==> config.mk <==
export PLATFORM = sky130hd
export DESIGN_NAME = morse_keyer_unit
export DESIGN_NICKNAME = d
export VERILOG_FILES = /design/src/design/mk_pkg.sv /design/src/design/morse_keyer_unit.sv
export SDC_FILE = /design/constraint.sdc
export NUM_CORES = 1
export LEC_CHECK = 0
export BUFFER_PORTS_ARGS = -buffer_cell sky130_fd_sc_hd__buf_2
export CORE_MARGIN = 4
export CORE_UTILIZATION = 55
export CTS_CLUSTER_SIZE = 20
export DETAILED_ROUTE_END_ITERATION = 12
export GPL_ROUTABILITY_DRIVEN = 0
export PLACE_DENSITY = 0.82
export SYNTH_ARGS = -nofsm -noshare
export SYNTH_HDL_FRONTEND = slang
export SYNTH_SLANG_ARGS = --single-unit
==> constraint.sdc <==
create_clock -name clk -period 5.1 [get_ports clk]
set_input_delay 0 -clock clk [delete_from_list [all_inputs] [get_ports clk]]
set_output_delay 0 -clock clk [all_outputs]
set_load 0.005 [all_outputs]
==> src/design/mk_pkg.sv <==
`default_nettype none

package mk_pkg;

    // Item opcodes on the input channel.
    localparam logic OP_CHAR = 1'b0;
    localparam logic OP_TICK = 1'b1;

    // Status codes reported with every result.
    localparam logic [1:0] ST_TICK     = 2'd0;
    localparam logic [1:0] ST_ACCEPTED = 2'd1;
    localparam logic [1:0] ST_UNKNOWN  = 2'd2;
    localparam logic [1:0] ST_BUSY     = 2'd3;

    // Reset value of the dot length register.
    localparam logic [15:0] DOT_TICKS_RESET = 16'd50;

    // Timing in dot units.
    localparam logic [2:0] DOT_UNITS   = 3'd1;
    localparam logic [2:0] DASH_UNITS  = 3'd3;
    localparam logic [2:0] GAP_UNITS   = 3'd3;
    localparam logic [2:0] SPACE_UNITS = 3'd7;

    // Most elements in one character.
    localparam logic [2:0] MAX_ELEMENTS = 3'd5;

    // Character codes that bound the table ranges.
    localparam logic [7:0] CHAR_SPACE  = 8'h20;
    localparam logic [7:0] CHAR_ZERO   = 8'h30;
    localparam logic [7:0] CHAR_NINE   = 8'h39;
    localparam logic [7:0] CHAR_LOW_A  = 8'h61;
    localparam logic [7:0] CHAR_LOW_Z  = 8'h7a;
    localparam logic [5:0] DIGIT_SLOT0 = 6'd26;

    // One table entry: element count and dash mask (bit i set means element i is a dash).
    typedef struct packed {
        logic [2:0] len;
        logic [4:0] bits;
    } mk_pattern_t;

    // Morse table, letters a to z in slots 0 to 25 and digits 0 to 9 in slots 26 to 35.
    function automatic mk_pattern_t mk_lookup(input logic [5:0] slot);
        mk_pattern_t p;
        case (slot)
            6'd0:    p = '{3'd2, 5'b00010};
            6'd1:    p = '{3'd4, 5'b00001};
            6'd2:    p = '{3'd4, 5'b00101};
            6'd3:    p = '{3'd3, 5'b00001};
            6'd4:    p = '{3'd1, 5'b00000};
            6'd5:    p = '{3'd4, 5'b00100};
            6'd6:    p = '{3'd3, 5'b00011};
            6'd7:    p = '{3'd4, 5'b00000};
            6'd8:    p = '{3'd2, 5'b00000};
            6'd9:    p = '{3'd4, 5'b01110};
            6'd10:   p = '{3'd3, 5'b00101};
            6'd11:   p = '{3'd4, 5'b00010};
            6'd12:   p = '{3'd2, 5'b00011};
            6'd13:   p = '{3'd2, 5'b00001};
            6'd14:   p = '{3'd3, 5'b00111};
            6'd15:   p = '{3'd4, 5'b00110};
            6'd16:   p = '{3'd4, 5'b01011};
            6'd17:   p = '{3'd3, 5'b00010};
            6'd18:   p = '{3'd3, 5'b00000};
            6'd19:   p = '{3'd1, 5'b00001};
            6'd20:   p = '{3'd3, 5'b00100};
            6'd21:   p = '{3'd4, 5'b01000};
            6'd22:   p = '{3'd3, 5'b00110};
            6'd23:   p = '{3'd4, 5'b01001};
            6'd24:   p = '{3'd4, 5'b01101};
            6'd25:   p = '{3'd4, 5'b00011};
            6'd26:   p = '{3'd5, 5'b11111};
            6'd27:   p = '{3'd5, 5'b11110};
            6'd28:   p = '{3'd5, 5'b11100};
            6'd29:   p = '{3'd5, 5'b11000};
            6'd30:   p = '{3'd5, 5'b10000};
            6'd31:   p = '{3'd5, 5'b00000};
            6'd32:   p = '{3'd5, 5'b00001};
            6'd33:   p = '{3'd5, 5'b00011};
            6'd34:   p = '{3'd5, 5'b00111};
            6'd35:   p = '{3'd5, 5'b01111};
            default: p = '{3'd0, 5'b00000};
        endcase
        return p;
    endfunction

endpackage

`default_nettype wire

==> src/design/morse_keyer_unit.sv <==
`default_nettype none

// Channel   Handshake               Payload
// input     in_valid / in_stall     op, char_code
// result    out_valid / out_stall   key_on, busy_res, char_status
// config    cfg_we                  cfg_wdata (dot length in ticks)
//
// Every accepted item yields one result, registered in the cycle after the transfer.
// An item can be taken in every cycle; the only limit is the single result register.
// The input stalls only while a result is held and the result side stalls.
// rst_n clears the keying state and the result valid flag and sets the dot length to 50.

module morse_keyer_unit (
    input  wire logic        clk,
    input  wire logic        rst_n,
    input  wire logic        in_valid,
    output logic             in_stall,
    input  wire logic        op,
    input  wire logic [7:0]  char_code,
    output logic             out_valid,
    input  wire logic        out_stall,
    output logic             key_on,
    output logic             busy_res,
    output logic [1:0]       char_status,
    input  wire logic        cfg_we,
    input  wire logic [15:0] cfg_wdata
);

    typedef enum logic [1:0] {
        PH_IDLE = 2'd0,
        PH_MARK = 2'd1,
        PH_GAP  = 2'd2
    } phase_t;

    phase_t      phase_reg, phase_next;
    logic [4:0]  pattern_bits_reg, pattern_bits_next;
    logic [2:0]  pattern_length_reg, pattern_length_next;
    logic [2:0]  element_index_reg, element_index_next;
    logic        space_flag_reg, space_flag_next;
    logic [15:0] tick_counter_reg, tick_counter_next;
    logic [2:0]  unit_counter_reg, unit_counter_next;
    logic [15:0] dot_ticks_reg;

    logic        out_valid_reg;
    logic        key_reg, key_next;
    logic        busy_reg, busy_next;
    logic [1:0]  status_reg, status_next;

    logic        accept;
    logic        busy_now;
    logic [7:0]  bits_ext;
    logic        dash;
    logic [2:0]  dur;
    logic [15:0] tick_inc;
    logic [2:0]  unit_inc;
    logic [2:0]  elem_inc;
    logic [7:0]  letter_off;
    logic [7:0]  digit_off;
    logic        is_letter;
    logic        is_digit;
    logic [5:0]  slot;
    mk_pkg::mk_pattern_t pat;

    // Handshake: a new item enters unless a held result is stalled.
    assign in_stall  = out_valid_reg && out_stall;
    assign accept    = in_valid && !in_stall;
    assign out_valid = out_valid_reg;
    assign key_on      = key_reg;
    assign busy_res    = busy_reg;
    assign char_status = status_reg;

    assign busy_now = (phase_reg == PH_MARK) || (phase_reg == PH_GAP);

    // Duration of the current mark or gap in dot units.
    assign bits_ext = {3'b000, pattern_bits_reg};
    assign dash = (element_index_reg < mk_pkg::MAX_ELEMENTS) && bits_ext[element_index_reg];
    always_comb
    begin
        if (phase_reg == PH_MARK)
        begin
            dur = dash ? mk_pkg::DASH_UNITS : mk_pkg::DOT_UNITS;
        end
        else
        begin
            dur = space_flag_reg ? mk_pkg::SPACE_UNITS : mk_pkg::GAP_UNITS;
        end
    end

    assign tick_inc = tick_counter_reg + 16'd1;
    assign unit_inc = unit_counter_reg + 3'd1;
    assign elem_inc = element_index_reg + 3'd1;

    // Table slot for a lowercase letter or a digit.
    assign letter_off = char_code - mk_pkg::CHAR_LOW_A;
    assign digit_off  = char_code - mk_pkg::CHAR_ZERO;
    assign is_letter  = (char_code >= mk_pkg::CHAR_LOW_A) && (char_code <= mk_pkg::CHAR_LOW_Z);
    assign is_digit   = (char_code >= mk_pkg::CHAR_ZERO) && (char_code <= mk_pkg::CHAR_NINE);
    assign slot = is_letter ? letter_off[5:0] : (mk_pkg::DIGIT_SLOT0 + digit_off[5:0]);
    assign pat  = mk_pkg::mk_lookup(slot);

    // Next keying state and the result for the accepted item.
    always_comb
    begin
        phase_next          = phase_reg;
        pattern_bits_next   = pattern_bits_reg;
        pattern_length_next = pattern_length_reg;
        element_index_next  = element_index_reg;
        space_flag_next     = space_flag_reg;
        tick_counter_next   = tick_counter_reg;
        unit_counter_next   = unit_counter_reg;
        status_next         = mk_pkg::ST_TICK;

        if (accept && (op == mk_pkg::OP_TICK))
        begin
            if (busy_now)
            begin
                if (tick_inc < dot_ticks_reg)
                begin
                    tick_counter_next = tick_inc;
                end
                else
                begin
                    tick_counter_next = 16'd0;
                    if (unit_inc < dur)
                    begin
                        unit_counter_next = unit_inc;
                    end
                    else
                    begin
                        unit_counter_next = 3'd0;
                        if (phase_reg == PH_MARK)
                        begin
                            phase_next = PH_GAP;
                        end
                        else if (space_flag_reg)
                        begin
                            space_flag_next = 1'b0;
                            phase_next      = PH_IDLE;
                        end
                        else
                        begin
                            element_index_next = elem_inc;
                            phase_next = (elem_inc >= pattern_length_reg) ? PH_IDLE : PH_MARK;
                        end
                    end
                end
            end
        end
        else if (accept)
        begin
            if (busy_now)
            begin
                status_next = mk_pkg::ST_BUSY;
            end
            else if (char_code == mk_pkg::CHAR_SPACE)
            begin
                pattern_bits_next   = 5'd0;
                pattern_length_next = 3'd0;
                element_index_next  = 3'd0;
                space_flag_next     = 1'b1;
                tick_counter_next   = 16'd0;
                unit_counter_next   = 3'd0;
                phase_next          = PH_GAP;
                status_next         = mk_pkg::ST_ACCEPTED;
            end
            else if (is_letter || is_digit)
            begin
                pattern_bits_next   = pat.bits;
                pattern_length_next = pat.len;
                element_index_next  = 3'd0;
                space_flag_next     = 1'b0;
                tick_counter_next   = 16'd0;
                unit_counter_next   = 3'd0;
                phase_next          = PH_MARK;
                status_next         = mk_pkg::ST_ACCEPTED;
            end
            else
            begin
                status_next = mk_pkg::ST_UNKNOWN;
            end
        end

        // A tick reports the level held during it; a character the level after it.
        if (op == mk_pkg::OP_TICK)
        begin
            key_next  = (phase_reg == PH_MARK);
            busy_next = busy_now;
        end
        else
        begin
            key_next  = (phase_next == PH_MARK);
            busy_next = (phase_next == PH_MARK) || (phase_next == PH_GAP);
        end
    end

    // Keying state and dot length register.
    always_ff @(posedge clk or negedge rst_n)
    begin
        if (!rst_n)
        begin
            phase_reg          <= PH_IDLE;
            pattern_bits_reg   <= 5'd0;
            pattern_length_reg <= 3'd0;
            element_index_reg  <= 3'd0;
            space_flag_reg     <= 1'b0;
            tick_counter_reg   <= 16'd0;
            unit_counter_reg   <= 3'd0;
            dot_ticks_reg      <= mk_pkg::DOT_TICKS_RESET;
        end
        else
        begin
            phase_reg          <= phase_next;
            pattern_bits_reg   <= pattern_bits_next;
            pattern_length_reg <= pattern_length_next;
            element_index_reg  <= element_index_next;
            space_flag_reg     <= space_flag_next;
            tick_counter_reg   <= tick_counter_next;
            unit_counter_reg   <= unit_counter_next;
            if (cfg_we)
            begin
                dot_ticks_reg <= cfg_wdata;
            end
        end
    end

    // Result register: loads on an input transfer, empties on an output transfer.
    always_ff @(posedge clk or negedge rst_n)
    begin
        if (!rst_n)
        begin
            out_valid_reg <= 1'b0;
        end
        else if (accept)
        begin
            out_valid_reg <= 1'b1;
        end
        else if (!out_stall)
        begin
            out_valid_reg <= 1'b0;
        end
    end

    always_ff @(posedge clk)
    begin
        if (accept)
        begin
            key_reg    <= key_next;
            busy_reg   <= busy_next;
            status_reg <= status_next;
        end
    end

    // A character turned away while busy leaves the pattern untouched.
    assert property (@(posedge clk) disable iff (!rst_n)
        (accept && (op == mk_pkg::OP_CHAR) && busy_now)
        |=> ($stable(pattern_bits_reg) && $stable(pattern_length_reg)
             && $stable(phase_reg)))
        else $error("busy character changed the keying state");

    // The space gap is only ever a gap.
    assert property (@(posedge clk) disable iff (!rst_n)
        space_flag_reg |-> (phase_reg == PH_GAP))
        else $error("space flag set outside a gap");

    // While keyed on, the element being sent lies inside the pattern.
    assert property (@(posedge clk) disable iff (!rst_n)
        (phase_reg == PH_MARK) |-> (element_index_reg < pattern_length_reg))
        else $error("mark past the end of the pattern");

    // A keyed-on result always reports busy.
    assert property (@(posedge clk) disable iff (!rst_n)
        (out_valid_reg && key_reg) |-> busy_reg)
        else $error("key on while not busy");

endmodule

`default_nettype wire
==> run summary, run 1 <==
Post-CTS setup buffer count: 0
Std cell rows: 32
Placement Cell Area: 0.004606 mm2
Mux cell area share after synthesis: 3.296%
Largest net degree at the start of global routing: 51
Register area share after synthesis: 31.23%
Final Hold Violating Endpoints: 0
Synth area leader: dfrtp_1
Worst VDD drop: 0.0001438 V
Fmax: 0.2419 GHz
Post-synth top flop: dfrtp_1
CP Launch Type: register
Critical path arrival: 4.33 ns
Worst slew pin tran: 1.121 ns
Area grow syn2layout: 11.40%
Residual DRC count: 0
Number of synthesized register bits: 54
Die area: 0.009500 mm2
PortBufs: 35
Critical Path RT: 5.30 ns
Final setup viols: 0
Via-to-Cell Ratio: 6.266
Final nets: 593
Gr usage total: 21.45%
Clock edge transition at the registers on the reported setup and hold paths: 0.09 ns
Crit-path max FO: 32
Leakage: 2.291 nW
Largest family of logic cells by synthesized area: compound AO/OA/AOI/OAI gates
Die width: 97.47 um
Syn Nets: 552
First DRT Iteration DRCs: 277
N_diodes: 0
Area share of the largest cell type after synthesis: 26.71%
Run status: completed
CTS max path bufs: 2
Final Cycle Share: 81.07%
Die Span Y: 97.47 um
Max-cap viol count: 0
Initial core utilization: 56.68%
Final non-filler cell area: 0.004905 mm2
Pwr per Cell Area: 266.5 mW/mm2
RSZ-0062 raised after global routing: false
Antenna Nets Post-Route: 0
Yosys warnings: 0
Post-synthesis xor/xnor area fraction: 3.382%
WL/cell: 16.44 um
Cell variety after synth: 93
Crit. End Element: register
DRT Wirelength: 10330 um
Post-Syn Area per Cell: 9.097 um2
Layout Skew: 0.01381 ns
Top Ports: 36
Fraction of layout cells with a size suffix above 1: 17.11%
Core area: 0.007767 mm2
Via count: 3935
CTS tree: done
Post-layout min period: 4.135 ns
Worst skew pair latency: 0.31 ns
Grt ovf: 0
Total iterations of the first detailed-routing run: 4
First-pass GRT wire length: 17460 um
Cells after Synth: 484
Fin Setup TNS: 0 ns
Root Buffer Master: clkbuf_8
Post-Synth Simple-Gate Area: 21.65%
Post-synthesis compound-gate area fraction: 23.79%
Largest cells by area after synthesis: dfrtp_1, ha_1, nand2_1, a31oi_1, inv_1
Asr flop ratio synth: 92.59%
Fillcell total: 609
Vias in the first global route: 3769
Number of flops mapped to enable cells by yosys: 4
Final HPWL DP: 7322 um
CTS Buf Count: 5
Hold crit path type: input port to register
Setup CP Type: register to register
Synth Area in Adders: 10.80%
Fin. max-slew vios: 0
Syn Std Cell Area: 0.004403 mm2
Initial antenna violation count: 0
H-tree levels: 2
# clock sinks: 54
Relative slew slack: 25.21%
[Yosys cell counts (3+ instances only)]
cell type  count
dfrtp_1       47
xnor2_1        4
a31oi_1       27
and3_1        13
dfstp_2        3
nand2_1       49
xor2_1        13
inv_1         37
nand3_1       12
nand2b_1       8
ha_1          38
a211oi_1       9
nor2_1        18
nand3b_1      11
o211ai_1       6
and2_1         7
a32o_1         3
o21ai_0       26
a31o_2         3
mux2i_1        3
buf_6          3
a21oi_1        9
nor3_1         8
nor2b_1        3
a221oi_1       4
o21a_1         4
clkbuf_1      13
o22ai_1        3
nand4_1        6
edfxtp_1       4
mux2_2         7
buf_4          3
a21o_1         4
[logic make-up after synthesis]
| group | after synthesis |
|---|---|
| flip-flops | 54 |
| AO/OA/AOI/OAI | 141 |
| adder cells (fa/ha/maj) | 38 |
| XOR/XNOR | 17 |
| AND/OR/NAND/NOR | 163 |
| buffers and inverters | 59 |
| multiplexers | 12 |
[per-layer routing]
| layer | global-route usage (%) | routed length, um | vias to the layer above |
|---|---|---|---|
| li1 | - | - | 1886 |
| met1 | 28.19 | 4474 | 1874 |
| met2 | 37.37 | 5126 | 159 |
| met3 | 2.441 | 560 | 16 |
| met4 | 5.857 | 163 | 0 |
| met5 | 0 | 0 | - |
[per-stage QoR]
stage          hold WS (ns)  power, mW  setup slack, ns  utilization (%)  instances
2_1_floorplan       -0.2956     0.8893            1.187                -        484
3_3_place_gp         0.2048     0.9831            1.310            59.29        601
3_5_place_dp         0.2112      1.011            1.149            59.29        601
4_1_cts              0.1094      1.303            1.059            63.14        628
5_1_grt              0.1220      1.393           0.7449            63.14        628
6_report             0.1120      1.307           0.9654            63.14        628
[worst max-delay path, cell delays in order (launching register included)]
cell and delay (ns):
dfrtp_1 0.42, ha_1 0.25, and3_1 0.27, and3_1 0.25
and3_1 0.26, and3_1 0.25, nand3_1 0.11, xnor2_1 0.16
ha_1 0.32, nand4_1 0.10, a211oi_1 0.28, or2_2 0.19
a22oi_2 0.12, buf_4 0.27, or3_1 0.44, a221oi_1 0.34
[what timing repair did]
| item | 4_1_cts | 5_1_grt |
|---|---|---|
| hold endpoints to repair | 64 | 0 |
| hold buffers | 19 | 0 |
| gates resized for setup | 0 | 0 |
[layout by cell type (no fill, tap or decap), types with 9 or more instances in the layout]
cell type	instances
a211oi_1	9
a21oi_1	9
a31oi_1	27
and3_1	13
buf_2	35
dfrtp_1	47
dlygate4sd3_1	19
ha_1	38
inv_1	37
nand2_1	49
nand3_1	12
nand3b_1	11
nor2_1	17
o21ai_0	26
xor2_1	13
[where the power goes]
part	internal (mW)	switching, mW
Clock	0.145	0.138
Sequential	0.494	0.0386
Combinational	0.205	0.286
[final cells by class]
class | count | area, um2 | area share, %
clock buffers | 5 | 68.82 | 1.403
clock inverters | 3 | 40.04 | 0.8163
inverters | 38 | 142.6 | 2.908
multi-input cells | 371 | 2778 | 56.63
flip-flops and latches | 54 | 1375 | 28.04
well taps | 102 | 127.6 | 2.602
repair buffers | 55 | 372.9 | 7.602
[path summary, 6_finish.rpt]
path                                           from                   end  slack (ns)  cells past startpoint
min in group asynchronous                     rst_n             out_valid        0.43                      2
worst max-delay path            tick_counter_reg[0]  element_index_reg[2]        0.97                     15
worst max register to register  tick_counter_reg[0]  element_index_reg[2]        0.97                     15
worst min-delay path                             op              busy_res        0.11                      2
max in group asynchronous                     rst_n   tick_counter_reg[6]        4.00                      2
worst min register to register  pattern_bits_reg[0]   pattern_bits_reg[0]        0.49                      2
(Power assumes the default switching activity.)
==> run 2: changes to the inputs <==
ABC_AREA = 1   (was default)
PLACE_DENSITY = 0.85   (was 0.82)
clock period = 3.5 ns   (was 5.1 ns; I/O delays follow)
==> run 2 against run 1 <==
Effect of this change:
- register-to-register slack got worse by 0.79 ns
- count of clock-buffer cells in the layout is 1 higher
- via count fell by 1.3%
- cell area is 3.6% lower
- sequential share of layout area increased by 1.1 points
- final cell count is 14% higher
- utilization increased by 1.7 points
==> run summary, run 2 <==
Run status: completed
CTS max path bufs: 2
Layout Skew: 0.008984 ns
CTS tree: done
Comb pwr share: 38.5%
Final Core Density: 64.81%
Area share of the largest cell type after synthesis: 28.45%
Fmax: 0.3009 GHz
Largest cells by area after synthesis: dfrtp_1, nand2_1, ha_1, inv_1, o21ai_0
Cell variety after synth: 43
Final Hold Violating Endpoints: 0
Pint: 1.162 mW
Fin Setup TNS: 0 ns
WL/cell: 13.75 um
Die area: 0.008967 mm2
Number of synthesized register bits: 54
Via count: 3882
Vias in the first global route: 3790
Leakage: 2.510 nW
Gr usage total: 22.79%
Worst Hold Depth: 4
Pwr per Cell Area: 401.6 mW/mm2
Grt ovf: 0
Most frequent cells in the layout: nand2_1, inv_1, dfrtp_1
Die width: 94.70 um
Yosys warnings: 0
HP Start: char_code[6]
Largest net degree at the start of global routing: 51
Area grow syn2layout: 14.32%
Critical Path RT: 3.56 ns
Crit. End Element: register
Clock edge transition at the registers on the reported setup and hold paths: 0.10 ns
Clock share of power: 19.5%
Commonest cells post-synth: nand2_1, inv_1, dfrtp_1
Worst VDD drop: 0.0001771 V
FF-to-FF End: busy_res
Number of flops mapped to enable cells by yosys: 4
Critical path arrival: 3.39 ns
P_sw: 735.6 uW
Residual DRC count: 0
Synth area leader: dfrtp_1
Top Ports: 36
CP Launch Type: register
H-tree levels: 2
Hold Path End: space_flag_reg
Most common cell in the synthesized netlist: nand2_1
Cells after Synth: 563
Std cell rows: 31
DRT Wirelength: 9856 um
CTS Buf Count: 5
Fin. max-slew vios: 0
Core area: 0.007292 mm2
First-pass GRT wire length: 16610 um
Final nets: 685
Sequential power share: 41.9%
Die Span Y: 94.70 um
PortBufs: 35
Via-to-Cell Ratio: 5.414
Register area share after synthesis: 33.26%
Fraction of layout cells with a size suffix above 1: 14.56%
# clock sinks: 54
Hold crit path type: input port to register
Post-Syn Area per Cell: 7.343 um2
Antenna Nets Post-Route: 0
Final HPWL DP: 7053 um
Post-synth top flop: dfrtp_1
Asr flop ratio synth: 92.59%
Final non-filler cell area: 0.004726 mm2
N_diodes: 0
Net Sw Frac: 38.76%
Final setup viols: 0
Syn Nets: 631
Post-layout min period: 3.323 ns
R2R depth: 21
Worst slew pin tran: 1.101 ns
Crit-path max FO: 3
Commonest non-fill, non-tap cell in the layout: nand2_1
Initial core utilization: 56.69%
Max-cap viol count: 0
Total iterations of the first detailed-routing run: 5
Placement Cell Area: 0.004367 mm2
Relative slew slack: 26.62%
First DRT Iteration DRCs: 294
Setup CP Type: register to register
Final Cycle Share: 94.95%
Initial antenna violation count: 0
R2R setup slack: 0.18 ns
Root Buffer Master: clkbuf_8
Syn Std Cell Area: 0.004134 mm2
R2r startpoint: tick_counter_reg[1]
Worst skew pair latency: 0.31 ns
==> run 2: cell count changes after synthesis, moves of 8 or more <==
cell,delta
nand2b_1,-8
nand3b_1,-10
inv_1,+45
a31oi_1,-27
nand2_2,+9
a21oi_1,+9
clkbuf_1,-10
nand2_1,+117
nand3_1,+27
o21ai_0,+17
a211oi_1,-9
and3_1,-13
==> run 2: kinds of logic after synthesis <==
logic type,count (synthesis),synth area share (%)
adder cells (fa/ha/maj),38,11.50
flip-flops,54,33.26
buffers and inverters,99,10.02
XOR/XNOR,17,3.602
AND/OR/NAND/NOR,270,29.69
AO/OA/AOI/OAI,83,11.41
multiplexers,2,0.5145
==> run 2: critical path, stage by stage (launching register included) <==
cell and delay [ns]:
dfrtp_1 0.38, ha_2 0.21, nand3_2 0.12, inv_1 0.09, nand4_1 0.15, nor3_2 0.29, xor2_1 0.26, inv_1 0.07
ha_1 0.28, nand2_1 0.05, inv_1 0.06, o21ai_0 0.07, a21oi_1 0.14, nor2_1 0.07, nand2_1 0.10, nand3_2 0.09
nand2_1 0.08, nand2_1 0.07, o21ai_2 0.09, inv_1 0.07, ha_1 0.27, a21oi_1 0.06
==> run 2: power groups by stage <==
| stage | clock (mW) | combinational, mW | sequential (mW) |
|---|---|---|---|
| after global placement | 0 | 0.642 | 0.803 |
| final | 0.371 | 0.732 | 0.796 |
| after floorplan | 0 | 0.508 | 0.792 |
| after global routing | 0.398 | 0.834 | 0.806 |
| after detailed placement | 0 | 0.672 | 0.809 |
| after CTS | 0.378 | 0.694 | 0.798 |
==> run 2: worst max-delay path by stage <==
stage / end / cells past startpoint / slack [ns] / start
finish: busy_res / 21 / 0.18 / tick_counter_reg[1]
global route: busy_res / 21 / -0.16 / tick_counter_reg[1]
floorplan: busy_res / 19 / 0.51 / tick_counter_reg[0]
CTS: busy_res / 19 / 0.18 / tick_counter_reg[5]
detailed placement: busy_res / 21 / 0.22 / tick_counter_reg[0]
global placement: busy_res / 21 / 0.41 / tick_counter_reg[0]
==> run 2: repair_timing <==
item                                   CTS  global route
resized for setup                        0            11
endpoints found under the hold margin   64             0
setup endpoints to repair                0             2
setup buffers                            0             2
hold buffers                            19             0
==> run 2: final cells by class <==
type                    instances  area, um2
inverters                      88      332.8
clock inverters                 2      16.27
flip-flops and latches         54       1375
well taps                      99      123.9
clock buffers                   6      82.58
multi-input cells             410       2400
repair buffers                 58      395.4
fillers                       625       2566
==> run 2: metrics by stage <==
stage	hold WS (ns)	power, mW	instances	setup slack (ns)
2_1_floorplan	-0.2956	1.300	563	0.5063
3_3_place_gp	0.2034	1.445	688	0.4067
3_5_place_dp	0.2137	1.481	688	0.2204
4_1_cts	0.09250	1.870	715	0.1820
5_1_grt	0.1100	2.038	717	-0.1610
6_report	0.09022	1.898	717	0.1767
==> run 2: per-layer routing <==
layer / vias up / share of wire, % / track usage [%]
met1: 1794 / 41 / 26.84
met4: 0 / 2.1 / 6.370
met2: 136 / 52 / 42.98
li1: 1929 / - / -
met3: 23 / 4.6 / 2.869
met5: - / 0 / 0
